--- src/hw/rtl/gbn_pkg.sv ---
// ----------------------------------------------------------------------------
// gbn_pkg
// Shared constants and word types of the greedy box suppression block.
// ----------------------------------------------------------------------------
package gbn_pkg;

    localparam int MAX_BOXES  = 64;
    localparam int COORD_BITS = 12;
    localparam int SCORE_W    = 16;
    localparam int SRC_W      = 6;
    localparam int IDX_W      = $clog2(MAX_BOXES);
    localparam int CNT_W      = $clog2(MAX_BOXES + 1);
    localparam int THR_W      = 9;
    localparam int CFG_IDX_W  = 1;
    localparam int CFG_DATA_W = 9;

    localparam logic [CFG_IDX_W-1:0] CFG_THRESHOLD = 1'd0;
    localparam logic [CFG_IDX_W-1:0] CFG_MODE      = 1'd1;

    localparam logic [THR_W-1:0] THR_RESET = 9'd77;

    typedef struct packed {
        logic [COORD_BITS-1:0] box_x;
        logic [COORD_BITS-1:0] box_y;
        logic [COORD_BITS-1:0] box_w;
        logic [COORD_BITS-1:0] box_h;
        logic [SCORE_W-1:0]    score;
        logic                  last_box;
    } t_box_in;

    typedef struct packed {
        logic [COORD_BITS-1:0] kept_x;
        logic [COORD_BITS-1:0] kept_y;
        logic [COORD_BITS-1:0] kept_w;
        logic [COORD_BITS-1:0] kept_h;
        logic [SCORE_W-1:0]    kept_score;
        logic [SRC_W-1:0]      source_index;
        logic                  last_kept;
    } t_box_out;

    typedef struct packed {
        logic [COORD_BITS-1:0] x;
        logic [COORD_BITS-1:0] y;
        logic [COORD_BITS-1:0] w;
        logic [COORD_BITS-1:0] h;
        logic [SCORE_W-1:0]    score;
        logic [IDX_W-1:0]      idx;
    } t_entry;

    typedef struct packed {
        logic   valid;
        t_entry entry;
    } t_slot;

    typedef struct packed {
        logic ld;
        logic shift;
    } t_cell_op;

endpackage

--- src/hw/rtl/gbn_cell.sv ---
// ----------------------------------------------------------------------------
// gbn_cell
// One slot of the sorting row: takes the new box, its neighbour's box or
// keeps its own, so that the row stays in descending score order.
// ----------------------------------------------------------------------------
module gbn_cell (
    input  logic              i_clk,
    input  logic              i_rst_n,
    input  gbn_pkg::t_cell_op i_op,
    input  gbn_pkg::t_entry   i_new,
    input  gbn_pkg::t_slot    i_prev,
    input  logic              i_prev_ins,
    input  gbn_pkg::t_slot    i_next,
    output gbn_pkg::t_slot    o_slot,
    output logic              o_ins
);

    gbn_pkg::t_slot r_slot;
    gbn_pkg::t_slot n_slot;

    assign o_ins  = !r_slot.valid || (r_slot.entry.score < i_new.score);
    assign o_slot = r_slot;

    always_comb begin
        n_slot = r_slot;
        if (i_op.shift) begin
            n_slot = i_next;
        end else if (i_op.ld && o_ins) begin
            if (i_prev_ins) begin
                n_slot = i_prev;
            end else begin
                n_slot.valid = 1'b1;
                n_slot.entry = i_new;
            end
        end
    end

    always_ff @(posedge i_clk) begin
        if (!i_rst_n) begin
            r_slot.valid <= 1'b0;
        end else begin
            r_slot.valid <= n_slot.valid;
        end
        r_slot.entry <= n_slot.entry;
    end

endmodule

--- config.mk ---
export PLATFORM = sky130hd
export DESIGN_NAME = gbn_cell
export DESIGN_NICKNAME = d
export VERILOG_FILES = /design/src/hw/rtl/gbn_pkg.sv /design/src/hw/rtl/gbn_cell.sv
export SDC_FILE = /design/constraint.sdc
export NUM_CORES = 1
export LEC_CHECK = 0
export BUFFER_PORTS_ARGS = -buffer_cell sky130_fd_sc_hd__buf_2
export CAP_MARGIN = 15
export CORE_AREA = 2 2 113 115
export DETAILED_ROUTE_END_ITERATION = 10
export DIE_AREA = 0 0 115 117
export PLACE_DENSITY = 0.74
export SYNTH_ARGS = -nofsm -noshare
export SYNTH_HDL_FRONTEND = slang
export SYNTH_SLANG_ARGS = --single-unit
--- constraint.sdc ---
create_clock -name i_clk -period 8.8 [get_ports i_clk]
set_input_delay 1.76 -clock i_clk [delete_from_list [all_inputs] [get_ports i_clk]]
set_output_delay 1.76 -clock i_clk [all_outputs]
set_load 0.02 [all_outputs]
==> summary.md <==
| Metric | Value |
|---|---|
| Worst slew pin tran | 0.907 ns |
| Post-CTS setup buffer count | 0 |
| Grt peak-use layer | met2 |
| Most frequent cells in the layout | buf_2, nand2_1, mux2i_1, edfxtp_1, o21ai_0 |
| Commonest non-fill, non-tap cell in the layout | buf_2 |
| Fin util | 47.7% |
| Post-synthesis compound-gate area fraction | 11.6% |
| Die Span Y | 117 um |
| Period utilization | 59.0% |
| Post-synthesis mux area share | 17.8% |
| Hold depth | 3 |
| Leak pwr | 2.99 nW |
| Die X | 115 um |
| DR vias | 3660 |
| Core area | 12300 um^2 |
| Std-Cell Rows | 41 |
| Slew headroom | 39.5% |
| Max FFs per register | 71 |
| # clock sinks | 71 |
| Tot Pwr | 1.03 mW |
| RR Startpoint | o_slot[7] |
| Port bufs | 288 |
| Synthesized Nets | 601 |
| Cells after synthesis | 369 |
| Final #Nets | 879 |
| Routed wire per std cell | 13.7 um |
| Post-cts hold buffer count | 0 |
| Sw frac | 26.6% |
| # fillers | 1178 |
| First-pass GRT wire length | 15200 um |
| WL final | 11000 um |
| WP data required | 7.04 ns |
| DR pass1 iterations | 4 |
| FF+latch count, synth | 71 |
| ANT nets after route | 0 |
| RR Endpoint | o_slot[9] |
| Design internal power | 756 uW |
| XOR/XNOR Fraction of Synth Area | 0% |
| CTS H-tree depth | 3 |
| Total CTS buffers | 9 |
| Fmax | 0.193 GHz |
| Top-level I/O count | 289 |
| DRT iter0 DRCs | 94 |
| Outcome | finished, final reports clean |
| PostCTS Resize Cnt | 0 |
| Setup TNS | 0 ns |
| Critical path fanouts, max | 3 |
| Largest net degree at the start of global routing | 79 |
| Clk pwr share | 36.7% |
| Worst hold path endpoint | o_slot[70] |
| Hold Slack | 0.737 ns |
| Final Wtd Congestion | 0.765 |
| Minimum clock period | 5.19 ns |
| Initial core utilization | 32.4% |
| Hold WC Path Type | reg2reg |
| Setup CP Type | in2out |
| Reg2Reg Setup Slack | 6.10 ns |
| Post-route DRC violation count | 0 |
| Synth cell types | 23 |
| CP arrival | 3.43 ns |
| Worst Skew | 0.00667 ns |
| Combinational fraction of design power | 21.8% |
| Hold Crit Start | o_slot[70] |
| Number of antenna diodes | 0 |
| Ratio of cells with drive above 1 in the final layout | 47.5% |
| Post-DP HPWL | 8680 um |
| Sequential Power Share | 41.5% |
| M1 GR Usage | 17.2% |
| Max_cap viols | 0 |
| Avg Cell Area, Syn | 10.8 um^2 |
| Adder-cell area share of the yosys netlist | 4.71% |
| Clock Latency Late Sink | 0.32 ns |
| Fin. max-slew vios | 0 |
| Pwr per Cell Area | 175 nW/um^2 |
| Largest family of logic cells by synthesized area | multiplexers |
| NetSw | 274 uW |
| Met2 Usage GRT | 27.4% |
| R2r worst-path depth | 6 |
| Final hold vios | 0 |
| Area fraction in and, or, nand and nor cells after synthesis | 8.64% |
| Critical Path Start Type | input port |
| Vias per cell | 4.56 |
| Endpoints failing setup | 0 |
| Area delta synth->final | 47.4% |
| CTS tree | yes |
| CP Capture Type | output pin |
| Worst vdd ir | 0.0904 mV |
| Yosys Warn Count | 0 |
| GRT Total Usage | 14.9% |
| Die Footprint | 13500 um^2 |
| Sequential-to-total area share from yosys stat | 53.3% |
| CTS Root Cell | clkbuf_16 |
| RSZ-0062 raised after global routing | no |
| CTS clk-pin slew, worst paths | 0.05 ns |
| GRT met3 Usage | 4.07% |
| Clock buffer depth | 2 |
| Synthesized area | 3980 um^2 |
| Antenna violations before repair | 0 |
| Grt total ovfl | 0 |
| Vias in the first global route | 3169 |
==> cell families (layout without fill, tap and decap cells) <==
| group | Yosys count | after routing |
|---|---|---|
| multiplexers | 71 | 71 |
| buffers and inverters | 40 | 323 |
| flip-flops | 71 | 71 |
| AND/OR/NAND/NOR | 84 | 84 |
| AO/OA/AOI/OAI | 88 | 88 |
| adder cells (fa/ha/maj) | 15 | 15 |
==> per-stage QoR <==
step | worst slack (ns) | cells | cell area (um^2)
after floorplan | 2.09 | 369 | 3980
after global placement | 3.63 | 786 | 5560
after detailed placement | 3.61 | 786 | 5560
after CTS | 3.61 | 802 | 5870
after global routing | 3.54 | 802 | 5870
final | 3.61 | 802 | 5870
==> power by group through the flow <==
stage | registers (mW) | logic, mW | clock network, mW
2_1_floorplan | 0.483 | 0.0765 | 0
3_3_place_gp | 0.432 | 0.226 | 0
3_5_place_dp | 0.435 | 0.228 | 0
4_1_cts | 0.428 | 0.228 | 0.391
5_1_grt | 0.431 | 0.247 | 0.407
6_report | 0.428 | 0.225 | 0.378
==> routing by layer <==
layer	vias to the layer above	share of wire, %
li1	1896	-
met1	1588	41
met2	171	50
met3	5	8.2
met4	0	0.83
met5	-	0
==> final cells by class <==
cell class / count / area (um^2) / area share (%)
Clock buffer: 10 / 229 / 3.90
Clock inverter: 6 / 85.1 / 1.45
Inverter: 16 / 60.1 / 1.02
Multi-Input combinational cell: 258 / 1720 / 29.3
Sequential cell: 71 / 2120 / 36.1
Tap cell: 150 / 188 / 3.20
Timing Repair Buffer: 291 / 1470 / 25.0
==> cell usage after synthesis (all sizes together) <==
library cell  number  share of area (%)
o211ai             1               0.31
nand2             76                7.2
ha                15                4.7
nor2               1              0.094
or4                1               0.19
o21ai             75                9.4
edfxtp            70                 53
nand3              2               0.38
dfxtp              1               0.50
o211a              1               0.25
inv               16                1.5
a21oi              8                1.0
mux2i             71                 18
a31oi              1               0.16
buf                7               0.88
and4               2               0.50
clkbuf            17                1.6
nand2b             2               0.31
a2111oi            1               0.22
o21a               1               0.19
==> worst max-delay path by stage <==
stage              start        end  cells after the start
3_5_place_dp   i_new[17]      o_ins                      9
2_1_floorplan    i_op[0]  o_slot[0]                      4
6_report       i_new[17]      o_ins                      9
5_1_grt        i_new[17]      o_ins                      9
3_3_place_gp   i_new[17]      o_ins                      9
4_1_cts        i_new[17]      o_ins                      9
==> critical path, cell delays in order <==
cell,delay (ns)
buf_2,0.09
inv_1,0.04
ha_1,0.31
and4_1,0.26
o211ai_2,0.10
or4_1,0.52
nand3_2,0.14
nand2_1,0.06
buf_2,0.16
Power figures use the tool's default switching activity.
