===== src/hw/rtl/gbn_pkg.sv =====
// ----------------------------------------------------------------------------
// gbn_pkg
// Shared constants and word types of the greedy box suppression block.
// ----------------------------------------------------------------------------
package gbn_pkg;

    localparam int MAX_BOXES  = 64;
    localparam int COORD_BITS = 12;
    localparam int SCORE_W    = 16;
    localparam int SRC_W      = 6;
    localparam int IDX_W      = $clog2(MAX_BOXES);
    localparam int CNT_W      = $clog2(MAX_BOXES + 1);
    localparam int THR_W      = 9;
    localparam int CFG_IDX_W  = 1;
    localparam int CFG_DATA_W = 9;

    localparam logic [CFG_IDX_W-1:0] CFG_THRESHOLD = 1'd0;
    localparam logic [CFG_IDX_W-1:0] CFG_MODE      = 1'd1;

    localparam logic [THR_W-1:0] THR_RESET = 9'd77;

    typedef struct packed {
        logic [COORD_BITS-1:0] box_x;
        logic [COORD_BITS-1:0] box_y;
        logic [COORD_BITS-1:0] box_w;
        logic [COORD_BITS-1:0] box_h;
        logic [SCORE_W-1:0]    score;
        logic                  last_box;
    } t_box_in;

    typedef struct packed {
        logic [COORD_BITS-1:0] kept_x;
        logic [COORD_BITS-1:0] kept_y;
        logic [COORD_BITS-1:0] kept_w;
        logic [COORD_BITS-1:0] kept_h;
        logic [SCORE_W-1:0]    kept_score;
        logic [SRC_W-1:0]      source_index;
        logic                  last_kept;
    } t_box_out;

    typedef struct packed {
        logic [COORD_BITS-1:0] x;
        logic [COORD_BITS-1:0] y;
        logic [COORD_BITS-1:0] w;
        logic [COORD_BITS-1:0] h;
        logic [SCORE_W-1:0]    score;
        logic [IDX_W-1:0]      idx;
    } t_entry;

    typedef struct packed {
        logic   valid;
        t_entry entry;
    } t_slot;

    typedef struct packed {
        logic ld;
        logic shift;
    } t_cell_op;

endpackage


===== src/hw/rtl/gbn_overlap.sv =====
// ----------------------------------------------------------------------------
// gbn_overlap
// Four-stage pipeline that decides whether a candidate box may stay next to
// one kept box under the overlap threshold.
// ----------------------------------------------------------------------------
module gbn_overlap (
    input  logic                       i_clk,
    input  logic                       i_rst_n,
    input  logic                       i_valid,
    input  gbn_pkg::t_entry            i_good,
    input  gbn_pkg::t_entry            i_cand,
    input  logic [gbn_pkg::THR_W-1:0]  i_thr,
    input  logic                       i_mode,
    output logic                       o_valid,
    output logic                       o_ok
);

    localparam int EXT_W   = gbn_pkg::COORD_BITS + 1;
    localparam int AREA_W  = 2 * gbn_pkg::COORD_BITS;
    localparam int INTER_W = 2 * EXT_W;
    localparam int DEN_W   = INTER_W + 2;
    localparam int LHS_W   = INTER_W + 8;
    localparam int RHS_W   = gbn_pkg::THR_W + INTER_W;

    logic [3:0] r_vld;

    logic [EXT_W-1:0]   r_ex, r_ey;
    logic [AREA_W-1:0]  r_a1, r_a2, r_a1b, r_a2b;
    logic [INTER_W-1:0] r_inter;
    logic signed [DEN_W-1:0] r_den;
    logic [LHS_W-1:0]   r_lhs, r_lhs2;
    logic [RHS_W-1:0]   r_rhs;
    logic               r_pos;

    function automatic logic [EXT_W-1:0] ext(
        input logic [gbn_pkg::COORD_BITS-1:0] a0,
        input logic [gbn_pkg::COORD_BITS-1:0] al,
        input logic [gbn_pkg::COORD_BITS-1:0] b0,
        input logic [gbn_pkg::COORD_BITS-1:0] bl
    );
        logic [gbn_pkg::COORD_BITS-1:0] lo;
        logic [EXT_W-1:0] ea, eb, hi;
        logic signed [EXT_W+1:0] d;
        lo = (a0 > b0) ? a0 : b0;
        ea = EXT_W'(a0) + EXT_W'(al);
        eb = EXT_W'(b0) + EXT_W'(bl);
        hi = (ea < eb) ? ea : eb;
        d  = $signed({2'b00, hi}) - $signed({3'b000, lo}) + (EXT_W+2)'(1);
        ext = (d > 0) ? d[EXT_W-1:0] : '0;
    endfunction

    logic signed [DEN_W-1:0] n_den;

    always_comb begin
        if (i_mode) begin
            n_den = (r_a1b < r_a2b) ? $signed(DEN_W'(r_a1b)) : $signed(DEN_W'(r_a2b));
        end else begin
            n_den = $signed(DEN_W'(r_a1b)) + $signed(DEN_W'(r_a2b))
                  - $signed(DEN_W'(r_inter));
        end
    end

    always_ff @(posedge i_clk) begin
        if (!i_rst_n) begin
            r_vld <= '0;
        end else begin
            r_vld <= {r_vld[2:0], i_valid};
        end
        r_ex    <= ext(i_good.x, i_good.w, i_cand.x, i_cand.w);
        r_ey    <= ext(i_good.y, i_good.h, i_cand.y, i_cand.h);
        r_a1    <= i_good.w * i_good.h;
        r_a2    <= i_cand.w * i_cand.h;
        r_inter <= r_ex * r_ey;
        r_a1b   <= r_a1;
        r_a2b   <= r_a2;
        r_den   <= n_den;
        r_lhs   <= {r_inter, 8'd0};
        r_pos   <= (r_den > 0);
        r_rhs   <= i_thr * r_den[INTER_W-1:0];
        r_lhs2  <= r_lhs;
    end

    assign o_valid = r_vld[3];
    assign o_ok    = r_pos && (RHS_W'(r_lhs2) <= r_rhs);

endmodule


===== config.mk =====
export PLATFORM = sky130hd
export DESIGN_NAME = gbn_overlap
export DESIGN_NICKNAME = d
export VERILOG_FILES = /design/src/hw/rtl/gbn_pkg.sv /design/src/hw/rtl/gbn_overlap.sv
export SDC_FILE = /design/constraint.sdc
export NUM_CORES = 2
export LEC_CHECK = 0
export BUFFER_PORTS_ARGS = -buffer_cell sky130_fd_sc_hd__buf_4
export CAP_MARGIN = 20
export CORE_ASPECT_RATIO = 1.25
export CORE_MARGIN = 3
export CORE_UTILIZATION = 60
export CTS_CLUSTER_DIAMETER = 60
export DETAILED_ROUTE_END_ITERATION = 8
export PLACE_DENSITY = 0.85
export SETUP_SLACK_MARGIN = 0.1
export SYNTH_ARGS = -nofsm -noshare
export SYNTH_HDL_FRONTEND = slang
export SYNTH_SLANG_ARGS = --single-unit

===== constraint.sdc =====
create_clock -name i_clk -period 25.1 [get_ports i_clk]
set_clock_uncertainty 0.2 [all_clocks]
set_input_delay 6.275 -clock i_clk [delete_from_list [all_inputs] [get_ports i_clk]]
set_output_delay 6.275 -clock i_clk [all_outputs]
set_load 0.1 [all_outputs]

==> flow_metrics.env <==
export IMPL_outcome="finished clean"
export IMPL_finalSetupViolCount=0
export IMPL_routabilityCongestion=0.923
export IMPL_clkLatencyLatePin_ns=0.54
export IMPL_via_count=27600
export IMPL_cp_common_cell="ha_1"
export IMPL_synth_top_area_frac=0.290
export IMPL_drc=0
export IMPL_ys_types=89
export IMPL_synth_area_per_cell_sq_um=8.91
export IMPL_fp_dieH_um=279
export IMPL_htreeDepth=1
export IMPL_drt_iter0_drc=1578
export IMPL_boundaryPins=155
export IMPL_clk_pin_slew_worst_paths_ns=0.07
export IMPL_dp_hpwl_um=68700
export IMPL_finalNonFillerCells=4804
export IMPL_fmax_ghz=0.0768
export IMPL_multi_input_area_sq_um=27300
export IMPL_drive_gt1_frac=0.0556
export IMPL_finalHoldViolations=0
export IMPL_core_area_sq_um=58700
export IMPL_slew_headroom=0.369
export IMPL_regArea_sq_um=5350
export IMPL_synth_edf_count=0
export IMPL_finish_instance_area_sq_um=38100
export IMPL_die_w_um=225
export IMPL_critical_path_class="in -> reg"
export IMPL_cts_root_buf="clkbuf_16"
export IMPL_wl_per_cell_um=17.7
export IMPL_antenna_found_initial=0
export IMPL_hold_class="reg -> reg"
export IMPL_ys_flop_type="dfxtp_1"
export IMPL_cts_sinks=267
export IMPL_layout_commonest_cell="inv_1"
export IMPL_rsz0062_at_grt="no"
export IMPL_tns_ns=0
export IMPL_placed_area_sq_um=37100
export IMPL_wl_um=84800
export IMPL_cts_buffers=26
export IMPL_postCtsSetupRepairBufs=0
export IMPL_firstDrtPassIters=5
export IMPL_min_period_ns=13.03
export IMPL_r2r_cells=19
export IMPL_tightest_slew_ns=0.923
export IMPL_ys_warnings_count=0
export IMPL_synthesis_nets=5145
export IMPL_yosys_area_top_type="fa_1"
export IMPL_cts_buffer_depth=3
export IMPL_fin_nets=5148
export IMPL_drtAntennaViolNets=0
export IMPL_start_util=0.611
export IMPL_vias_per_cell=5.75
export IMPL_crit_path_end_kind="register"
export IMPL_ctsResizeCount=0
export IMPL_synth_seq_cells=267
export IMPL_slowest_delay_ns=0.41
export IMPL_crit_required_ns=25.33
export IMPL_die_area_sq_um=62800
export IMPL_ctsHoldBuffers=0
export IMPL_worstPathArrival_ns=13.26
export IMPL_seq_area_frac_synth=0.149
export IMPL_tritoncts="yes"
export IMPL_crit_slowest_cell="o22ai_1"
export IMPL_min_period_over_period=0.519
export IMPL_drv_slew=0
export IMPL_area_growth_pct=6.14
export IMPL_grt_overflow_total=0
export IMPL_grt_max_degree=42
export IMPL_cap_violations=0
export IMPL_synthArstFlopShare=0
export IMPL_row_count=99
export IMPL_crit_path_start_kind="input port"
export IMPL_grt_pass1_wl_um=141000
export IMPL_dp_cells=4754
export IMPL_portBuffers=110
export IMPL_grt_pass1_vias=29400
export IMPL_diodes=0
export IMPL_layout_common_cells="723 x inv_1, 545 x nand2_1, 520 x fa_1, 447 x ha_1, 267 x dfxtp_1"
export IMPL_critPathMaxFanout=13
export IMPL_ys_top_cells_by_area="fa_1 29%, ha_1 16%, dfxtp_1 15%"
export IMPL_synthCells=4025
export IMPL_holdPathStages=0
export IMPL_fillCellCount=4572
export IMPL_grt_usage=0.277
export IMPL_syn_area_sq_um=35900
[Yosys cell counts (9+ instances only)]
cell and instances:
a21o_1 70, o21ai_1 10, mux2i_1 60, o21ai_0 79, and2_1 251, nor2_1 137, nand2b_1 27, o2111ai_1 9
clkbuf_1 126, mux2_2 9, or2_2 9, xnor2_1 114, a21oi_1 158, o21a_1 29, a31oi_1 18, nand2_1 545
a2111oi_0 9, nor3_1 44, nor3_2 10, fa_1 520, o21bai_1 27, o211ai_1 10, dfxtp_1 267, buf_1 11
nand3_1 39, a211oi_1 10, nor4_1 14, nand4_1 20, ha_1 447, xor2_1 53, nor2b_1 29, and3_1 14
inv_1 723
[metal layers]
metal / vias to the layer above / part of all wire / GRT usage
met5: - / 0 / 0
met2: 1055 / 0.52 / 0.520
li1: 12700 / - / -
met1: 13500 / 0.37 / 0.314
met4: 0 / 0.059 / 0.142
met3: 304 / 0.058 / 0.0208
[worst paths after layout]
check	endpoint	startpoint	slack [ns]
setup / recovery	r_ex[2]	i_good[34]	12.07
hold / removal	r_a1b[9]	r_a1[9]	0.12
setup reg to reg	r_inter[25]	r_ey[4]	19.00
hold reg to reg	r_a1b[9]	r_a1[9]	0.12
[state kept, by name, summed over array words and instances (netlist names)]
register,cells
r_a1b,24
r_a2,24
r_rhs,35
r_lhs,26
r_den,27
r_a2b,24
r_a1,24
r_ex,13
r_lhs2,26
r_ey,13
r_vld,4
r_inter,26
r_pos,1
[worst max-delay path: cells and delay by family]
| family | cells | cell delay, ns |
|---|---|---|
| adders and majority gates | 5 | 1.45 |
| AOI/OAI and AO/OA | 10 | 2.76 |
| buffers and inverters | 4 | 0.60 |
| and+or+nand+nor | 9 | 1.38 |
| xor gates and xnor gates | 2 | 0.51 |
| muxes | 1 | 0.26 |
[through the flow]
stage | util | hold slack (ns) | worst slack, ns
detailed placement | 0.632 | 0.112 | 11.22
CTS | 0.648 | 0.123 | 11.74
global placement | 0.632 | 0.110 | 11.38
floorplan | - | 0.110 | 12.54
global route | 0.649 | 0.128 | 11.63
finish | 0.649 | 0.122 | 12.07
[layout make-up]
cell class,count,area share
Clock buffer,30,0.0183
Tap cell,757,0.0249
Timing Repair Buffer,117,0.0232
Inverter,725,0.0715
Sequential cell,267,0.140
Clock inverter,17,0.00595
Multi-Input combinational cell,2891,0.716
[cell families (layout without fill, tap and decap cells)]
logic type      after synthesis  after routing  synth area share
simple gates               1179           1179             0.159
fa+ha+maj                   967            967             0.446
buf+inv                     867            889            0.0911
compound gates              504            504            0.0914
flops                       267            267             0.149
xor+xnor                    172            172            0.0434
mux                          69             69            0.0196
Power is not shown: default switching activity piles up to over one toggle a cycle in this logic, so the estimate is an artifact.
